## src/design/tli_pkg.sv

```systemverilog
// Shared types and constants for the table linear interpolator.
// No dependencies; imported by table_linear_interpolator and tli_div.
package tli_pkg;

  localparam int ValueW  = 32;
  localparam int WeightW = 17;
  localparam int FracW   = 16;
  localparam int StatusW = 2;
  localparam int CfgIdxW = 2;

  typedef enum logic [1:0] {
    CFG_TIME_OFFSET = 2'd0,
    CFG_ROW_COUNT   = 2'd1,
    CFG_TIME_COLUMN = 2'd2
  } cfg_reg_t;

  typedef enum logic [StatusW-1:0] {
    POS_INSIDE    = 2'd0,
    POS_BELOW     = 2'd1,
    POS_ABOVE     = 2'd2,
    POS_NOT_FOUND = 2'd3
  } pos_status_t;

  typedef enum logic {
    REQ_LOAD  = 1'b0,
    REQ_QUERY = 1'b1
  } req_type_t;

  typedef enum logic [3:0] {
    ST_IDLE, ST_X0, ST_XL, ST_DECIDE, ST_SA, ST_SB, ST_SC, ST_DIV,
    ST_VL, ST_VU, ST_M1, ST_M2, ST_FIN
  } tli_state_t;

  typedef struct packed {
    logic start;
  } div_ctl_t;

  typedef struct packed {
    logic                done;
    logic [FracW-1:0]    quotient;
  } div_sts_t;

endpackage

```

## src/design/tli_div.sv

```systemverilog
// Restoring divider: one quotient bit per cycle, FracW bits of fraction.
// Depends on tli_pkg. Requires numerator < denominator.
module tli_div
  import tli_pkg::*;
(
  input  logic        clk,
  input  logic        rst,
  input  div_ctl_t    ctl,
  input  logic [32:0] num,
  input  logic [32:0] den,
  output div_sts_t    sts
);

  logic [33:0]        rem;
  logic [32:0]        dvs;
  logic [FracW-1:0]   quo;
  logic [4:0]         cnt;
  logic               busy;
  logic [34:0]        shifted;
  logic               take;

  assign shifted = {rem, 1'b0};
  assign take    = shifted >= {2'b00, dvs};

  always_ff @(posedge clk) begin
    if (rst) begin
      busy <= 1'b0;
      cnt  <= '0;
    end else if (ctl.start) begin
      busy <= 1'b1;
      cnt  <= 5'(FracW);
    end else if (busy) begin
      cnt <= cnt - 5'd1;
      if (cnt == 5'd1) begin
        busy <= 1'b0;
      end
    end
  end

  always_ff @(posedge clk) begin
    if (ctl.start) begin
      rem <= {1'b0, num};
      dvs <= den;
      quo <= '0;
    end else if (busy) begin
      rem <= take ? 34'(shifted - {2'b00, dvs}) : shifted[33:0];
      quo <= {quo[FracW-2:0], take};
    end
  end

  assign sts.done     = !busy && !ctl.start;
  assign sts.quotient = quo;

endmodule
```

## config.mk

```make
export PLATFORM = sky130hd
export DESIGN_NAME = tli_div
export DESIGN_NICKNAME = d
export VERILOG_FILES = /design/src/design/tli_pkg.sv /design/src/design/tli_div.sv
export SDC_FILE = /design/constraint.sdc
export NUM_CORES = 1
export LEC_CHECK = 0
export ABC_AREA = 0
export BUFFER_PORTS_ARGS = -buffer_cell sky130_fd_sc_hd__buf_4
export CAP_MARGIN = 20
export CORE_MARGIN = 2
export CORE_UTILIZATION = 45
export CTS_CLUSTER_DIAMETER = 80
export DETAILED_ROUTE_END_ITERATION = 12
export PLACE_DENSITY = 0.66
export SYNTH_ARGS = -nofsm -noshare
export SYNTH_HDL_FRONTEND = slang
export SYNTH_SLANG_ARGS = --single-unit
```

## constraint.sdc

```tcl
create_clock -name clk -period 3.15 [get_ports clk]
set_input_delay 0.4725 -clock clk [delete_from_list [all_inputs] [get_ports clk]]
set_output_delay 0.4725 -clock clk [all_outputs]
set_load 0.005 [all_outputs]
```

======== Word level (Yosys, flattened, before mapping) ========
Index checks and enable logic that the tools add are counted.
cells by class
  add/sub/neg operators ................... 2
  magnitude comparators ................... 1
  equality and inequality tests ........... 1
  mux-type cells .......................... 8
  reductions and logical operators ........ 5
operators with widths
  operator             count
  $mux 33              2
  $ge 35x33->1         1
  $mux 34              1
  $sub 34x33->34       1
  $mux 5               2
  $eq 5x1->1 const B   1
  $sub 5x1->5 const B  1
  $mux 1               3
  $logic_not 1->1      2
  $reduce_bool 2->1    1
  $reduce_or 2->1      1
  $logic_and 1x1->1    1
storage, ports and cells
  register bits after elaboration ......... 89
  input port bits ......................... 69
  output and inout port bits .............. 17
  logic and storage cells ................. 24

======== Longest topological paths before layout ========
Gate-level depths: netlist of run 1.
  depth in word-level cells ............... 4
  depth in mapped cells ................... 13
  gate-level depth less buffers ........... 11

======== Worst setup path after synthesis of run 1 ========
No wires, ideal clock.
  kind .................................... reg2reg
  start ................................... register rem[27]
  end ..................................... register rem[25] (data pin)
  setup time .............................. 261 ps
  data arrival time ....................... 2576 ps
  data required time ...................... 2889 ps
  setup slack ............................. 314 ps
  stages on the path, launching flop included .. 11
  path buffers ............................ 1
  period minus slack after synthesis ...... 2836 ps
  cell sequence ........................... edfxtp_1 ha_1 a21o_1 a21o_1 a21oi_1 o21ai_0 a221o_1 nor2_2 clkbuf_1 nor2_1 a221o_1
on the way
  word-level cells in the longest chain between the ends .. 4
RTL lines
  what                    RTL line       source
  from (decl)             tli_div.sv:14  logic [33:0] rem;
  from (signal assigned)  tli_div.sv:42  rem <= {1'b0, num};
  from (signal assigned)  tli_div.sv:46  rem <= take ? 34'(shifted - {2'b00, dvs}) : shifted[33:0];
  $ge 35x33->1            tli_div.sv:23  assign take = shifted >= {2'b00, dvs};
  $mux 34                 tli_div.sv:46
  $mux 33                 tli_div.sv:45  end else if (busy) begin
  $mux 33                 tli_div.sv:41  if (ctl.start) begin
No other way between the ends. The select of a mux whose other input is x is not followed.
A chain may end at the register's enable or synchronous reset.

======== Worst setup path after layout of run 1 ========
  start ................................... register rem[1]
  end ..................................... register rem[33]
on the way
  word-level cells in the longest chain between the ends .. 2
  elaborated cells between the ends (all ways) .. 3
  those cells by class .................... 1 x add/sub; 1 x order compare; 1 x mux
RTL lines
  what                                            RTL line
  $sub 34x33->34 or $ge 35x33->1 (tied branches)  tli_div.sv:46, tli_div.sv:23
  $mux 34 (*)                                     tli_div.sv:46
Mark *: on every way between the ends. The rest lies on a longest branch, timed or not.

==> run metrics, run 1 <==
PD cells=approximately 700 nW/um^2; CP Class=flop to flop; post-CTS setup repair buffer count=0; worst-margin pin slew=approximately 620 ps; Area Growth Syn to Fin=23.0%; crit share post-route=~95%; top-count cell post-synth=nand2_1; Starting Density=a little under half; cell taking the most area after synthesis=edfxtp_1; Port-buffer cells=85; clock power share=approximately 23%; largest net degree at the start of global routing=just under 60; synthesized instance count=610; dpl cells=between 800 and 900; NetSw=around 1.8 mW; Final Hold Viols=0; #FFs+latches synth=about 90; Hold Path Class=primary input to flop; Layout Skew=~12 ps; overall routed net length=around 14 mm; internal cell power=slightly above 3 mW; CTS max path bufs=2; Tmin final=2990 ps; fmax=around 330 MHz; Root Buffer=clkbuf_16; Design Area, Final=6910 um^2; CTS Sinks=slightly below 90; number of global-route vias before repair=4727; reg2reg path depth=9; fill count=roughly 1.1k; Post-Syn Area=~5600 um^2; Sw Ratio=a little under two fifths; Clk Latency, worst-skew pair=around 350 ps; Mapped Nets=715; PostCTS Resize Cnt=0; Via-to-Cell Ratio=roughly 5.5; unique cell type count in the Yosys netlist=64; VDD IR max=between 300 and 400 uV; pre-CTS WS=slightly below 60 ps; Cell Rows=40; status=completed; fin worst setup slack=164 ps; total core area=around 12000 um^2; Hold Path Stages=1; total CTS buffers=9; DP HPWL=10.5 mm; final setup fails=0; Reg clk slew, reported paths=roughly 70 ps; routability cong.=0.926; fin nets=805; synthesized area per cell=approximately 9.2 um^2; post-route insts no fill=roughly 870; Syn. warnings=0; Flop pwr share=between 30% and 40%; Max-slew headroom=~59%; synth cell count leaders=nand2_1 (70), edfxtp_1 (66), nor2_1 (58); IO Pins=86; Post-route DRC=0; Post-synth top flop=edfxtp_1; area of the multi-input gates=a little under 3000 um^2; sequential area share after synthesis=between 40% and 50%; routed len/inst=~16 um; startpoint types=flop; hold bufs inserted after CTS=0; Leakage=roughly 3.0 nW; TritonRoute pass-1 iters=5; die area=13400 um^2; Worst EP arrival=roughly 3300 ps; initial antenna violation count=0; via count=a little under 5k; first-pass GRT wire length=23.1 mm; drt first-iter violations=roughly 340; layout cell share with drive strength beyond 1=between 20% and 30%; top cell type's share of synthesized area=a little over a third; Gate power share=~45%; Post-synth EDFFs=between 60 and 70; Final ANT Viol Nets=0; Die Span X=roughly 120 um; Slew Limit Fails=0; Total GRT Usage=between 20% and 30%; # Max-Cap Violations=0; Cell Area, Placed=6550 um^2; CP max FO=10; CTS tree=built; Die H=~120 um; Diodes inserted=0; register area=~2400 um^2; kind of end point of the critical path=flop; GRT overflow=0; htree depth=3; Worst EP required=between 3000 and 4000 ps; Async S/R FF share, synth=0%; dominant cells by area after synthesis=edfxtp_1 (35%), dfxtp_1 (8.2%), ha_1 (7.8%)
[power by group through the flow]
stage	clock network [mW]	registers, mW	logic (mW)
2_1_floorplan	0	1.56	1.49
3_3_place_gp	0	1.59	2.07
3_5_place_dp	0	1.59	2.10
4_1_cts	1.12	1.56	2.11
5_1_grt	1.17	1.59	2.41
6_report	1.10	1.57	2.17
[kinds of logic after synthesis]
logic type	share of synthesized area [%]
adder cells (fa/ha/maj)	8.15
XOR/XNOR	4.52
AO/OA/AOI/OAI	19.1
flip-flops	43.5
multiplexers	3.41
buffers and inverters	5.32
AND/OR/NAND/NOR	16.1
[per-layer routing]
layer | vias to the layer above | track usage [%] | wire length, um
met5 | - | 0 | 0
met4 | 0 | 5.87 | 182
met1 | 2295 | 31.5 | 6760
met2 | 151 | 34.0 | 6560
li1 | 2383 | - | -
met3 | 15 | 4.92 | 792
[placed cells by master, fill, tap and decap left out, drive strengths merged, types with 4 or more instances in the layout]
master   Yosys  final
inv         48     51
nor4         4      4
clkbuf      22     12
or2          5      5
o21bai       4      4
a31oi       20     20
mux2i       18     18
nor3        10     10
xnor2       19     19
and3         4      4
nand4        8      8
a2bb2oi      8      8
xor2        10     10
a211oi       4      4
nor2        59     59
and4         4      4
nand3        8      8
or3          5      5
nor2b        4      4
o211ai       4      4
nand2       70     70
ha          35     35
buf          8    109
edfxtp      66     66
a21oi       53     53
a21o        11     11
nand2b       9      9
o21ai       29     29
dfxtp       23     23
[flip-flops by register name, summed over array words and instances (netlist names)]
| register | cells |
|---|---|
| quo | 16 |
| dvs | 33 |
| rem | 34 |
| cnt | 5 |
| busy | 1 |
[through the flow]
step                util, %  total power [mW]  hold WS [ps]  setup TNS [ps]
floorplan                 -              3.05           456               0
global placement       54.1              3.66           478               0
detailed placement     54.1              3.68           485               0
CTS                    56.7              4.80           288               0
global route           57.1              5.16           284           -6.49
finish                 57.1              4.84           300               0
[path summary, 6_finish.rpt]
check | start | end | slack, ps
setup / recovery | rem[1]$_DFFE_PN_ | rem[33]$_SDFFE_PP0P_ | 160
hold / removal | den[26] | dvs[26]$_DFFE_PP_ | 300
setup reg to reg | rem[1]$_DFFE_PN_ | rem[33]$_SDFFE_PP0P_ | 160
hold reg to reg | quo[15]$_SDFFE_PP0P_ | quo[15]$_SDFFE_PP0P_ | 500
[critical path, cell delays in order (launching register included)]
cell and delay (ps):
edfxtp_1 430, ha_1 390, nor2_1 90, a211oi_4 290
o2111ai_4 220, o311ai_4 310, and4_4 300, nor2_4 80
or4_1 520, a311oi_1 260
[cell type report]
type                            instances  share of cell area, %
Inverter                               48                   2.61
Multi-Input combinational cell        443                   42.4
Timing Repair Buffer                  109                   12.2
Sequential cell                        89                   35.3
Tap cell                              168                   3.04
Clock inverter                          4                  0.435
Clock buffer                           12                   4.02
Note: power is estimated with default switching activity, not from simulation.
==> run 2, diff against run 1 <==
--- a/config.mk
+++ b/config.mk
@@ -10,6 +10,7 @@
 export CAP_MARGIN = 20
 export CORE_MARGIN = 2
 export CORE_UTILIZATION = 45
+export CTS_BUF_LIST = sky130_fd_sc_hd__clkbuf_16
 export CTS_CLUSTER_DIAMETER = 80
 export DETAILED_ROUTE_END_ITERATION = 12
 export PLACE_DENSITY = 0.66
==> run 2 against run 1 <==
  * Flip-flop and latch count stayed put
  * Clock power is 5% lower
  * Maximum frequency hardly changed
  * Sequential share of layout area hardly changed
  * Sequential power hardly changed
  * Register-to-register slack hardly changed
  * Combinational power hardly changed
  * Largest cell class unchanged
  * Largest power group unchanged
  * Highest routed layer unchanged
==> run metrics, run 2 (synthesized netlist as in run 1, its figures left out) <==
DP HPWL=between 10 and 15 mm; fin nets=slightly above 800; Max-slew headroom=58.7%; routability cong.=slightly above 0.9; internal cell power=2.99 mW; CTS Sinks=89; total core area=roughly 12000 um^2; Final Hold Viols=0; max reg flops=34; overall routed net length=approximately 14 mm; reg2reg path depth=9; routed len/inst=between 15 and 20 um; CTS max path bufs=2; CP Class=flop to flop; # Max-Cap Violations=0; Crit-path slowest cell=or4_1; Final Power=approximately 4.8 mW; number of global-route vias before repair=around 4.7k; initial antenna violation count=0; hold bufs inserted after CTS=0; Starting Density=between 40 and 50%; Post-route DRC=0; worst r2r src=rem[2]$_DFFE_PN_; Root Buffer=clkbuf_16; worst hold start=den[4]; reg2reg end=rem[33]$_SDFFE_PP0P_; Worst EP required=roughly 3400 ps; registers with the most flip-flops=rem: 34 flops, dvs: 33 flops, quo: 16 flops; Tmin final=~3000 ps; GRT overflow=0; WP buf/inv=0; kind of end point of the critical path=flop; end-of-flow core utilization=around 57%; Cell Rows=40; clock power share=21.9%; htree depth=3; Port-buffer cells=85; startpoint types=flop; Gate power share=45.4%; die area=13400 um^2; crit share post-route=a little over nine tenths; Largest stage delay, worst path=about 520 ps; delay-heaviest family, CP=compound AO/OA/AOI/OAI gates; commonest non-fill, non-tap cells in the layout=buf_4 (107), nand2_1 (70), edfxtp_1 (66), nor2_1 (58), a21oi_1 (50); fmax=335 MHz; PD cells=695 nW/um^2; total CTS buffers=9; final setup fails=0; worst-margin pin slew=620 ps; post-route setup TNS=0 ps; via count=around 4.9k; status=completed; layout cell share with drive strength beyond 1=approximately a fifth; Reg clk slew, reported paths=70 ps; Hold Path Stages=1; Hold Path Class=primary input to flop; first-pass GRT wire length=around 23 mm; Diodes inserted=0; Die Span X=between 100 and 150 um; FF-to-FF setup slack=about 170 ps; CTS tree=built; Via-to-Cell Ratio=5.58; Clk Latency, worst-skew pair=between 300 and 400 ps; drt first-iter violations=~370; Hold EP=dvs[4]$_DFFE_PP_; Top reg by flops=rem; Total GRT Usage=22.0%; Leakage=about 3 nW; Sw Ratio=between 30 and 40%; Area Growth Syn to Fin=22.8%; critical path, cell by cell=ha_1, nand2_1, a211oi_4, o2111ai_4, o311ai_4, and4_4, nor2_4, or4_1, a311oi_1; Worst EP arrival=3250 ps; NetSw=about 1.8 mW; Final ANT Viol Nets=0; VDD IR max=between 300 and 400 uV; Design Area, Final=a little under 7000 um^2; Slew Limit Fails=0; largest net degree at the start of global routing=58; Cell Area, Placed=6550 um^2; RSZ-0062 raised after global routing=false; Flop pwr share=32.7%; TritonRoute pass-1 iters=4; IO Pins=86; CP max FO=10; Die H=between 100 and 150 um; commonest non-fill, non-tap cell in the layout=buf_4; Layout Skew=roughly 12 ps
run 2: through the flow:
step                      setup slack (ps)  hold WS, ps  std cells
after floorplan                        314          456        610
after global placement                 172          478        857
after detailed placement              58.2          485        857
after CTS                             43.8          289        873
after global routing                  1.99          282        873
final                                  167          300        873
run 2: cell type report:
| class | count | area, um^2 |
|---|---|---|
| well taps | 168 | 210 |
| clock inverters | 6 | 37.5 |
| inverters | 48 | 180 |
| multi-input cells | 443 | 2940 |
| clock buffers | 10 | 250 |
| flip-flops and latches | 89 | 2440 |
| repair buffers | 109 | 843 |
| fillers | 1106 | 5210 |
run 2: worst register-to-register path, cell delays in order, from the launching register on:
cell and delay, ps:
edfxtp_1 410, ha_1 390, nand2_1 140, a211oi_4 260, o2111ai_4 220, o311ai_4 320, and4_4 300, nor2_4 80
or4_1 520, a311oi_1 260
run 2: routing by layer:
metal / vias to the layer above / global-route usage (%) / wire, um
li1: 2385 / - / -
met1: 2314 / 31.6 / 6620
met2: 148 / 33.6 / 6520
met3: 21 / 4.76 / 884
met4: 0 / 6.19 / 208
met5: - / 0 / 0
run 2: worst max-delay path by stage:
stage / from / end / depth (start not counted)
floorplan: rem[27]$_DFFE_PN_ / rem[25]$_DFFE_PN_ / 10
global placement: rem[13]$_DFFE_PN_ / rem[26]$_DFFE_PN_ / 10
detailed placement: rem[27]$_DFFE_PN_ / rem[28]$_DFFE_PN_ / 10
CTS: rem[27]$_DFFE_PN_ / rem[32]$_DFFE_PN_ / 10
global route: rem[3]$_DFFE_PN_ / rem[33]$_SDFFE_PP0P_ / 9
finish: rem[2]$_DFFE_PN_ / rem[33]$_SDFFE_PP0P_ / 9
run 2: repair_timing:
item | 4_1_cts | 5_1_grt
setup endpoints to repair | 0 | 29
gates resized for setup | 0 | 12
buffers inserted | 0 | 0
run 2: power groups by stage:
stage | Sequential [mW] | Combinational, mW | Clock (mW)
floorplan | 1.56 | 1.49 | 0
finish | 1.57 | 2.18 | 1.05
CTS | 1.56 | 2.11 | 1.07
global route | 1.59 | 2.41 | 1.12
global placement | 1.59 | 2.07 | 0
detailed placement | 1.59 | 2.10 | 0
==> run 3, diff against run 2 <==
==> constraint.sdc (replaced) <==
create_clock -name clk -period 2.9 [get_ports clk]
set_input_delay 0.435 -clock clk [delete_from_list [all_inputs] [get_ports clk]]
set_output_delay 0.435 -clock clk [all_outputs]
set_load 0.005 [all_outputs]
==> run 3 against run 2 <==
  * Critical path type unchanged
  * Global-route usage increased by 1.1 points
  * Final area rose by 8.6%
  * Sequential share of layout area shrank 2.8 points
  * Combinational power is 31% higher
  * Non-clock buffer count increased by 61
  * Largest power group unchanged
  * Die area unchanged
==> run metrics, run 3 (synthesized netlist as in run 1, its figures left out) <==
Design Area, Final=7500 um^2; end-of-flow core utilization=around three fifths; Tmin final=around 2900 ps; Slew Limit Fails=0; Via-to-Cell Ratio=roughly 5.4; CTS Sinks=between 80 and 90; fmax=349 MHz; GRT overflow=0; drt first-iter violations=296; post-route insts no fill=roughly 930; kind of end point of the critical path=flop; Port-buffer cells=85; routability cong.=roughly 0.9; RSZ-0062 raised after global routing=true; htree depth=3; max reg flops=34; # Max-Cap Violations=0; post-route setup TNS=0 ps; first-pass GRT wire length=approximately 24 mm; dpl cells=approximately 910; TritonRoute pass-1 iters=5; Worst EP required=about 3200 ps; Reg clk slew, reported paths=70 ps; Area Growth Syn to Fin=33.4%; Worst EP arrival=about 3100 ps; VDD IR max=378 uV; crit path from=rem[1]$_DFFE_PN_; number of global-route vias before repair=around 5k; IO Pins=86; final setup fails=0; Die H=116 um; Final Hold Viols=0; Cell Rows=40; Total GRT Usage=23.1%; Diodes inserted=0; worst-margin pin slew=between 500 and 600 ps; Leakage=3.28 nW; largest net degree at the start of global routing=44; worst r2r src=rem[1]$_DFFE_PN_; overall routed net length=15.3 mm; CTS tree=built; startpoint types=flop; Clk Latency, worst-skew pair=360 ps; Cell Area, Placed=just under 7000 um^2; Final ANT Viol Nets=0; via count=approximately 5k; Starting Density=around 46%; Top reg by flops=rem; CTS max path bufs=2; PD cells=between 700 and 800 nW/um^2; commonest non-fill, non-tap cell in the layout=buf_4; CP Class=flop to flop; initial antenna violation count=0; Post-route DRC=0; fin nets=~870; crit share post-route=a little over nine tenths; layout cell share with drive strength beyond 1=between 20 and 30%; hold bufs inserted after CTS=0; Layout Skew=between 15 and 20 ps; total CTS buffers=9; total core area=about 12000 um^2; die area=13400 um^2; Root Buffer=clkbuf_16; Die Span X=about 120 um; Hold Path Class=primary input to flop; status=completed; CP max FO=5; commonest non-fill, non-tap cells in the layout=buf_4 (166), nand2_1 (69), edfxtp_1 (66), nor2_1 (57); routed len/inst=between 15 and 20 um; registers with the most flip-flops=rem: 34 flops, dvs: 33 flops, quo: 16 flops; worst hold start=den[22]; DP HPWL=11.3 mm; Max-slew headroom=approximately two thirds
==> run 3: cell count changes in the layout (fill, tap and decap cells not counted), sizes merged <==
cell / previous run / this run
buf: 109 / 169
clkinv: 2 / 1
inv: 52 / 53
clkbuf: 10 / 11
==> run 3: area by class of cell <==
cell class,instances,area (um^2)
clock buffer,10,250
fill,1081,4610
multi-input combinational,443,3060
timing repair buffer,170,1310
sequential,89,2440
inverter,48,180
tap,168,210
clock inverter,6,40.0
==> run 3: layer usage <==
layer | share of wire (%) | vias up | wire length, um | global-route usage, %
li1 | - | 2502 | - | -
met1 | 47 | 2361 | 7200 | 32.3
met2 | 47 | 159 | 7210 | 37.2
met3 | 5.1 | 11 | 781 | 4.34
met4 | 0.94 | 0 | 144 | 5.71
met5 | 0 | - | 0 | 0
==> run 3: worst paths after layout <==
check | end | slack (ps) | depth (start not counted)
worst max-delay path | rem[33]$_SDFFE_PP0P_ | 40 | 9
worst min-delay path | dvs[22]$_DFFE_PP_ | 250 | 1
worst max register to register | rem[33]$_SDFFE_PP0P_ | 40 | 9
worst min register to register | quo[15]$_SDFFE_PP0P_ | 510 | 2
==> run 3: critical path: stages (launching register included) <==
cell       delay (ps)
edfxtp_1          440
ha_4              310
nor2_1             70
a211oi_4          280
o2111ai_4         230
o311ai_4          340
and4_4            280
nor2_2             60
or4_4             510
a311oi_2          240
==> run 3: metrics by stage <==
step           hold WS, ps  total power [mW]  worst slack [ps]
3_3_place_gp           479              4.28             -3.20
6_report               248              5.71              37.1
3_5_place_dp           488              4.30             -46.7
4_1_cts                236              5.51              11.5
2_1_floorplan          456              3.31              63.7
5_1_grt                237              6.09             -95.1
==> run 3: what timing repair did <==
item / in CTS / in global routing
gates cloned: 0 / 1
gates resized for setup: 6 / 32
setup buffers: 1 / 7
pin swaps: 5 / 15
endpoints found under the setup margin: 6 / 27
==> run 3: power by group <==
part,internal (mW),switching (mW),total [mW],leakage [nW]
clock,0.635,0.516,1.15,0.152
combinational,1.36,1.49,2.85,2.29
sequential,1.60,0.112,1.71,0.839
total,3.60,2.11,5.71,3.28
